===== config.mk =====
export PLATFORM = sky130hd
export DESIGN_NAME = neighbor_table_rssi_evict
export DESIGN_NICKNAME = d
export VERILOG_FILES = /design/src/rtl/ntre_pkg.sv /design/src/rtl/ntre_ram.sv /design/src/rtl/neighbor_table_rssi_evict.sv
export SDC_FILE = /design/constraint.sdc
export NUM_CORES = 2
export LEC_CHECK = 0
export BUFFER_PORTS_ARGS = -buffer_cell sky130_fd_sc_hd__buf_2
export CAP_MARGIN = 30
export CORE_MARGIN = 5
export CORE_UTILIZATION = 35
export CTS_CLUSTER_SIZE = 12
export DETAILED_ROUTE_END_ITERATION = 7
export GPL_TIMING_DRIVEN = 1
export PLACE_DENSITY = 0.53
export SLEW_MARGIN = 15
export SYNTH_ARGS = -nofsm -noshare
export SYNTH_HDL_FRONTEND = slang
export SYNTH_SLANG_ARGS = --single-unit

===== constraint.sdc =====
create_clock -name clk -period 24.7 [get_ports clk]
set_input_delay 1.235 -clock clk [delete_from_list [all_inputs] [get_ports clk]]
set_output_delay 1.235 -clock clk [all_outputs]
set_load 0.1 [all_outputs]

===== src/rtl/ntre_pkg.sv =====
// Package: shared types and constants for the neighbor table block.
`timescale 1ns / 1ps
package ntre_pkg;
  localparam int MacW = 48;
  localparam int RssiW = 8;
  localparam int TimeW = 32;
  localparam int CntW = 5;
  localparam int EntW = MacW + RssiW + TimeW;
  localparam logic [TimeW-1:0] TimeoutReset = 32'd30000;
  localparam logic [0:0] OpPacket = 1'b0;
  localparam logic [0:0] OpSweep = 1'b1;

  typedef enum logic [3:0] {
    ST_IDLE,
    ST_SRD,
    ST_SCAN,
    ST_EVRD,
    ST_EVSCAN,
    ST_SHRD,
    ST_SHIFT,
    ST_APPEND,
    ST_SUMRD,
    ST_SUM,
    ST_DIV,
    ST_OUT
  } state_t;

  typedef struct packed {
    logic signed [RssiW-1:0] average_rssi;
    logic [CntW-1:0] neighbor_count;
    logic [CntW-1:0] expired_count;
    logic evicted;
    logic matched;
  } result_t;
endpackage


===== src/rtl/ntre_ram.sv =====
// Generic single-port-write, one-read RAM with registered read data.
`timescale 1ns / 1ps
module ntre_ram #(
  parameter int Width = 8,
  parameter int Depth = 16
) (
  input  logic                                       clk,
  input  logic                                       we,
  input  logic [$clog2((Depth > 1) ? Depth : 2)-1:0] waddr,
  input  logic [Width-1:0]                           wdata,
  input  logic [$clog2((Depth > 1) ? Depth : 2)-1:0] raddr,
  output logic [Width-1:0]                           rdata
);
  logic [Width-1:0] mem [Depth];
  always_ff @(posedge clk) begin
    if (we) begin
      mem[waddr] <= wdata;
    end
    rdata <= mem[raddr];
  end
endmodule


===== src/rtl/neighbor_table_rssi_evict.sv =====
// Top level: ordered neighbor table with weakest-RSSI eviction and expiry sweep.
//  channel | dir | fields
//  s_axis  | in  | tuser: op[0]; tdata: mac[47:0] rssi[55:48] now_ms[87:56]
//  m_axis  | out | tdata: matched[0] evicted[1] expired_count[6:2]
//                |       neighbor_count[11:7] average_rssi[19:12]
//  apb     | cfg | timeout_ms at address 0
// One word at a time. Packet: single-port table walks over N = TABLE_DEPTH entries
// (match scan, min scan, shift, mean sum), then an SW-bit restoring divider
// (SW = 9 + log2 N).
// Sweep: compact walk, sum walk and divider.
// Reset clears the state, result valid, count and timeout; table contents need no clearing.
// The result register holds while m_axis_tready is low; a new word is taken when it drains.
`timescale 1ns / 1ps
module neighbor_table_rssi_evict #(
  parameter int TABLE_DEPTH = 16
) (
  input  logic         clk,
  input  logic         rst,
  input  logic         s_axis_tvalid,
  output logic         s_axis_tready,
  input  logic [87:0]  s_axis_tdata,   // mac, rssi, now_ms
  input  logic [0:0]   s_axis_tuser,   // op
  output logic         m_axis_tvalid,
  input  logic         m_axis_tready,
  output logic [23:0]  m_axis_tdata,   // matched, evicted, expired_count,
                                       // neighbor_count, average_rssi, zero fill
  input  logic         psel,
  input  logic         penable,
  input  logic         pwrite,
  input  logic [0:0]   paddr,
  input  logic [31:0]  pwdata,
  output logic [31:0]  prdata,
  output logic         pready
);
  import ntre_pkg::*;
  localparam int AW = (TABLE_DEPTH > 1) ? $clog2(TABLE_DEPTH) : 1;
  localparam int IW = AW + 1;
  localparam int SW = RssiW + IW;

  state_t state, state_next;
  logic [TimeW-1:0] timeout_ms;
  logic [IW-1:0] count, idx, widx, pos;
  logic in_op;
  logic [MacW-1:0] in_mac;
  logic signed [RssiW-1:0] in_rssi, min_rssi;
  logic [TimeW-1:0] in_now;
  logic matched, evicted;
  logic [CntW-1:0] expired;
  logic signed [SW-1:0] sum;
  logic [SW-1:0] dq, drem;
  logic [$clog2(SW+1)-1:0] dstep;
  logic neg;
  result_t res;
  logic out_valid;

  logic we;
  logic [AW-1:0] waddr, raddr;
  logic [EntW-1:0] wdata, rdata;
  logic [MacW-1:0] r_mac;
  logic signed [RssiW-1:0] r_rssi;
  logic [TimeW-1:0] r_seen;
  logic [TimeW-1:0] age;

  ntre_ram #(.Width(EntW), .Depth(TABLE_DEPTH)) u_ram (
    .clk, .we, .waddr, .wdata, .raddr, .rdata
  );

  assign {r_mac, r_rssi, r_seen} = rdata;
  assign age = in_now - r_seen;
  assign pready = 1'b1;
  assign prdata = timeout_ms;
  assign s_axis_tready = (state == ST_IDLE) && !out_valid;
  assign m_axis_tvalid = out_valid;
  assign m_axis_tdata = {4'd0, res};

  always_ff @(posedge clk) begin
    if (rst) begin
      timeout_ms <= TimeoutReset;
    end else if (psel && penable && pwrite && paddr == 1'b0) begin
      timeout_ms <= pwdata;
    end
  end

  always_comb begin
    state_next = state;
    unique case (state)
      ST_IDLE: if (s_axis_tvalid && s_axis_tready) state_next = ST_SRD;
      ST_SRD: state_next = (count == '0) ? ((in_op == OpSweep) ? ST_SUMRD : ST_APPEND)
                                         : ST_SCAN;
      ST_SCAN: begin
        if (in_op == OpSweep) begin
          if (idx + 1'b1 >= count) state_next = ST_SUMRD;
          else state_next = ST_SRD;
        end else if (r_mac == in_mac) begin
          state_next = ST_SUMRD;
        end else if (idx + 1'b1 >= count) begin
          state_next = (count >= IW'(TABLE_DEPTH)) ? ST_EVRD : ST_APPEND;
        end else begin
          state_next = ST_SRD;
        end
      end
      ST_EVRD: state_next = ST_EVSCAN;
      ST_EVSCAN: state_next = (idx + 1'b1 >= count) ? ST_SHRD : ST_EVRD;
      ST_SHRD: state_next = (idx + 1'b1 >= count) ? ST_APPEND : ST_SHIFT;
      ST_SHIFT: state_next = ST_SHRD;
      ST_APPEND: state_next = ST_SUMRD;
      ST_SUMRD: state_next = (count == '0) ? ST_OUT : ST_SUM;
      ST_SUM: state_next = (idx + 1'b1 >= count) ? ST_DIV : ST_SUMRD;
      ST_DIV: if (dstep == '0) state_next = ST_OUT;
      ST_OUT: state_next = ST_IDLE;
      default: state_next = ST_IDLE;
    endcase
  end

  always_comb begin
    we = 1'b0;
    waddr = widx[AW-1:0];
    wdata = rdata;
    raddr = idx[AW-1:0];
    unique case (state)
      ST_SCAN: begin
        if (in_op == OpSweep) begin
          we = (age <= timeout_ms);
        end else if (r_mac == in_mac) begin
          we = 1'b1;
          waddr = idx[AW-1:0];
          wdata = {r_mac, in_rssi, in_now};
        end
      end
      ST_SHRD: raddr = AW'(idx + 1'b1);
      ST_SHIFT: begin
        we = 1'b1;
        waddr = idx[AW-1:0];
      end
      ST_APPEND: begin
        we = 1'b1;
        waddr = count[AW-1:0];
        wdata = {in_mac, in_rssi, in_now};
      end
      default: ;
    endcase
  end

  always_ff @(posedge clk) begin
    if (rst) begin
      state <= ST_IDLE;
      count <= '0;
      out_valid <= 1'b0;
    end else begin
      state <= state_next;
      if (out_valid && m_axis_tready) out_valid <= 1'b0;
      unique case (state)
        ST_IDLE: if (s_axis_tvalid && s_axis_tready) begin
          {in_now, in_rssi, in_mac} <= s_axis_tdata;
          in_op <= s_axis_tuser[0];
          idx <= '0;
          widx <= '0;
          matched <= 1'b0;
          evicted <= 1'b0;
          expired <= '0;
        end
        ST_SCAN: begin
          if (in_op == OpSweep) begin
            if (age <= timeout_ms) widx <= widx + 1'b1;
            else expired <= expired + 1'b1;
            if (idx + 1'b1 >= count) begin
              count <= (age <= timeout_ms) ? widx + 1'b1 : widx;
              idx <= '0;
            end else idx <= idx + 1'b1;
          end else if (r_mac == in_mac) begin
            matched <= 1'b1;
            idx <= '0;
          end else if (idx + 1'b1 >= count) begin
            idx <= '0;
            pos <= '0;
          end else idx <= idx + 1'b1;
        end
        ST_EVSCAN: begin
          if (idx == '0 || r_rssi < min_rssi) begin
            min_rssi <= r_rssi;
            pos <= idx;
          end
          if (idx + 1'b1 >= count) idx <= (idx == '0 || r_rssi < min_rssi) ? idx : pos;
          else idx <= idx + 1'b1;
        end
        ST_SHRD: if (idx + 1'b1 >= count) begin
          count <= count - 1'b1;
          evicted <= 1'b1;
        end
        ST_SHIFT: idx <= idx + 1'b1;
        ST_APPEND: begin
          count <= count + 1'b1;
          idx <= '0;
        end
        ST_SUMRD: if (idx == '0) sum <= '0;
        ST_SUM: begin
          sum <= sum + SW'(r_rssi);
          if (idx + 1'b1 >= count) begin
            neg <= (sum + SW'(r_rssi)) < 0;
            dq <= ((sum + SW'(r_rssi)) < 0) ? SW'(-(sum + SW'(r_rssi)))
                                             : SW'(sum + SW'(r_rssi));
            drem <= '0;
            dstep <= ($clog2(SW+1))'(SW);
          end else idx <= idx + 1'b1;
        end
        ST_DIV: if (dstep != '0) begin
          if ({drem[SW-2:0], dq[SW-1]} >= SW'(count)) begin
            drem <= {drem[SW-2:0], dq[SW-1]} - SW'(count);
            dq <= {dq[SW-2:0], 1'b1};
          end else begin
            drem <= {drem[SW-2:0], dq[SW-1]};
            dq <= {dq[SW-2:0], 1'b0};
          end
          dstep <= dstep - 1'b1;
        end
        ST_OUT: begin
          out_valid <= 1'b1;
          res.matched <= matched;
          res.evicted <= evicted;
          res.expired_count <= expired;
          res.neighbor_count <= CntW'(count);
          res.average_rssi <= (count == '0) ? '0
                            : (neg ? RssiW'(-dq) : RssiW'(dq));
        end
        default: ;
      endcase
    end
  end

  assert property (@(posedge clk) disable iff (rst) count <= IW'(TABLE_DEPTH))
    else $error("count beyond depth");
  assert property (@(posedge clk) disable iff (rst) !(res.matched && res.evicted) || !out_valid)
    else $error("matched and evicted together");
  assert property (@(posedge clk) disable iff (rst) out_valid |-> state == ST_IDLE)
    else $error("work while result pending");
endmodule

==> impl_metrics.ini <==
[synthesis]
yosys_warnings = 0
yosysTopAreaCell = edfxtp_1
netlist_area_sq_um = 68700
synthArstFlopShare_pct = 0
postSynthAreaPerCell_sq_um = 19.4
synth_top_area_share_pct = 69.5
ys_top_cells_by_area = edfxtp_1 (70%), mux4_2 (14%), dfxtp_1 (3.8%)
synth-edff-count = 1590
ys_ff_latch = 1720
netlist_instances = 3533
synth_ff_type = edfxtp_1
seq_area_frac_synth_pct = 73.3
synth_cell_types = 75

[setup_path]
cp-start-kind = flip-flop
critPathArrivalTime_ns = 8.31
timing.rr.end = u_ram.mem[13][47]
end_kind = flip-flop
critical_path_class = reg -> reg
reg2reg_slack_ns = 16.79
critPathRequiredTime_ns = 25.10
ff2ff_path_depth = 24
critPathMaxFanout = 34
reg2reg_from = in_now[0]

[route]
drt_pass1_iterations = 8
drc = 0
antenna_left = 0
vias_per_cell = 5.10
wl_per_cell_um = 25.3
num_vias = 33700
routed_wl_um = 168000
drtIter0Drc = 2972

[placed_design]
io_buffers = 182
gp_congestion = 0.780
dp_hpwl_um = 100000

[grt]
grt_pass1_vias = 34700
grt_max_degree = 89
antenna_found_initial = 18
grt_pass1_wl_um = 245000
grt_util_all_layers_pct = 16.2
grt_overflow = 0

[layout]
nets = 4075
n_fill_cell = 17500
syn_to_final_growth_pct = 14.7
drive_gt1_share_pct = 25.2
final_core_util_pct = 40.4

[hold_path]
hold_class = reg -> reg
min_to = m_axis_tdata[1]
min-delay-start = evicted
holdPathStages = 0

[floorplanning]
io_pins = 188
rows = 162
dieWidth_um = 453
die_h_um = 453
start_util_pct = 35.2
coreArea_sq_um = 195000
die-area_sq_um = 205000

[timing]
finalSetupViolations = 0
slew_headroom_pct = 29.7
fmax_ghz = 0.126
rsz0062_at_grt = false
finClkSkew_ns = 0.0344
worst_pin_slew_ns = 1.06
fin_setup_tns_ns = 0
slew_violations = 0
period_minus_slack_ns = 7.91
finalCritPeriodShare_pct = 32.0
hold_viol = 0

[clocking]
ctsHoldBuffers = 0
cts_resized = 0
post_cts_buffers = 0
clockBufferDepth = 3
clk_pin_slew_ns = 0.06
cts_buffers = 180
cts_root_buf = clkbuf_16
cts_sinks = 1720
cts_tree = yes
htree_levels = 4
clk-insertion-delay-late_ns = 0.79

[outcome]
status = finished, final reports clean

[power]
p_leak_nw = 25.9
power_density_nw_per_um2 = 115
peakVddDrop_mv = 0.0614

[job]
cap_violations = 0
[layout by cell type, fill, tap and decap left out, types with 11 or more instances in the layout]
cell and instances:
edfxtp_1 1590, mux4_2 440, nand2_1 275, buf_2 184
clkbuf_16 183, dfxtp_1 130, a21oi_1 115, nor2_1 110
ha_1 106, inv_1 105, clkbuf_1 89, xor2_1 83
buf_4 64, xnor2_1 42, mux2_2 38, o21ai_0 37
a21o_1 26, nor3_1 21, nand3_1 20, clkinv_1 20
nand4_1 18, nor2_4 17, nor4_1 15, nor2b_1 14
nand2b_1 14, clkinv_2 13, clkbuf_8 13, a211o_1 12
inv_6 11
[worst max-delay path by stage]
| stage | startpoint | endpoint | cells after the start |
|---|---|---|---|
| 6_report | in_now[0] | u_ram.mem[13][47] | 24 |
| 5_1_grt | in_now[0] | u_ram.mem[13][43] | 24 |
| 4_1_cts | in_now[0] | u_ram.mem[12][47] | 24 |
| 3_5_place_dp | in_now[0] | u_ram.mem[12][47] | 24 |
| 3_3_place_gp | in_now[0] | u_ram.mem[12][47] | 24 |
| 2_1_floorplan | in_now[0] | u_ram.mem[10][0] | 22 |
[synthesized netlist by cell type (all sizes together) (18+ instances only)]
cell type	count
edfxtp	1590
mux4	440
nand2	276
dfxtp	130
nor2	128
a21oi	117
ha	106
inv	105
buf	85
xor2	84
clkbuf	60
xnor2	44
o21ai	40
mux2	38
a21o	26
nor3	22
nand3	21
nand4	18
[per-layer routing]
metal | share of wire, % | vias up | track usage [%]
met5 | 0 | - | 0
met4 | 2.1 | 0 | 4.03
met3 | 6.0 | 214 | 2.94
met2 | 48 | 986 | 26.0
met1 | 44 | 17700 | 23.0
li1 | - | 14800 | -
[critical path, cell delays in order (launching register included)]
cell and delay (ns):
edfxtp_1 0.32, inv_1 0.05, ha_1 0.22, fa_1 0.41
nor2b_1 0.16, o31a_1 0.17, o21ai_1 0.08, a21oi_1 0.31
a21oi_2 0.17, o211ai_1 0.43, a221o_1 0.30, a41oi_1 0.13
a311o_1 0.35, ha_1 0.28, nand4_1 0.15, nand4bb_1 0.27
o31ai_1 0.28, o22ai_1 0.14, a21oi_2 0.39, nand2_1 0.14
a21oi_1 0.23, nand2_1 0.28, nor2_4 0.80, buf_4 0.69
buf_4 0.66
[per-stage QoR]
stage          power (mW)  hold WS (ns)  setup WS [ns]  cells  instance area (sq um)
6_report             9.06         0.438          16.79   6616                  78800
5_1_grt              9.52         0.449          16.21   6616                  78800
4_1_cts              9.17         0.438          16.70   6608                  78600
3_5_place_dp         6.57         0.424          16.72   6271                  73100
3_3_place_gp         6.55         0.421          16.72   6262                  72900
2_1_floorplan        5.74         0.400          16.22   3536                  68700
[power breakdown]
part	internal, mW	leakage (nW)	switching (mW)	total (mW)
Sequential	3.78	15.4	0.135	3.91
Clock	1.47	2.68	1.11	2.58
Combinational	1.03	7.80	1.53	2.56
Total	6.28	25.9	2.78	9.06
[cell families (layout without fill, tap and decap cells)]
family	after synthesis	in the layout	synth area share, %
buf+inv	253	708	1.61
flops	1720	1720	73.3
simple gates	559	559	3.65
mux	488	488	15.2
xor+xnor	128	128	1.66
fa+ha+maj	110	110	2.05
other cells	2	6	0.0109
compound gates	273	273	2.51
[area by class of cell]
cell class | instances | area, sq um | area share (%)
diodes | 1 | 2.50 | 0.00318
flip-flops and latches | 1720 | 50300 | 63.9
clock inverters | 52 | 447 | 0.567
well taps | 2624 | 3280 | 4.17
inverters | 108 | 412 | 0.523
clock buffers | 285 | 5090 | 6.46
repair buffers | 263 | 1750 | 2.22
multi-input cells | 1563 | 17400 | 22.1
[registers in the layout, summed over array words and instances (netlist names), 5 cells and up]
| name | count |
|---|---|
| widx | 5 |
| drem | 12 |
| count | 5 |
| in_mac | 48 |
| in_rssi | 8 |
| pos | 5 |
| min_rssi | 8 |
| m_axis_tdata | 20 |
| prdata | 32 |
| u_ram.rdata | 88 |
| idx | 5 |
| dq | 13 |
| expired | 5 |
| u_ram.mem | 1408 |
| sum | 13 |
| in_now | 32 |
Note: power is estimated with default switching activity, not from simulation.
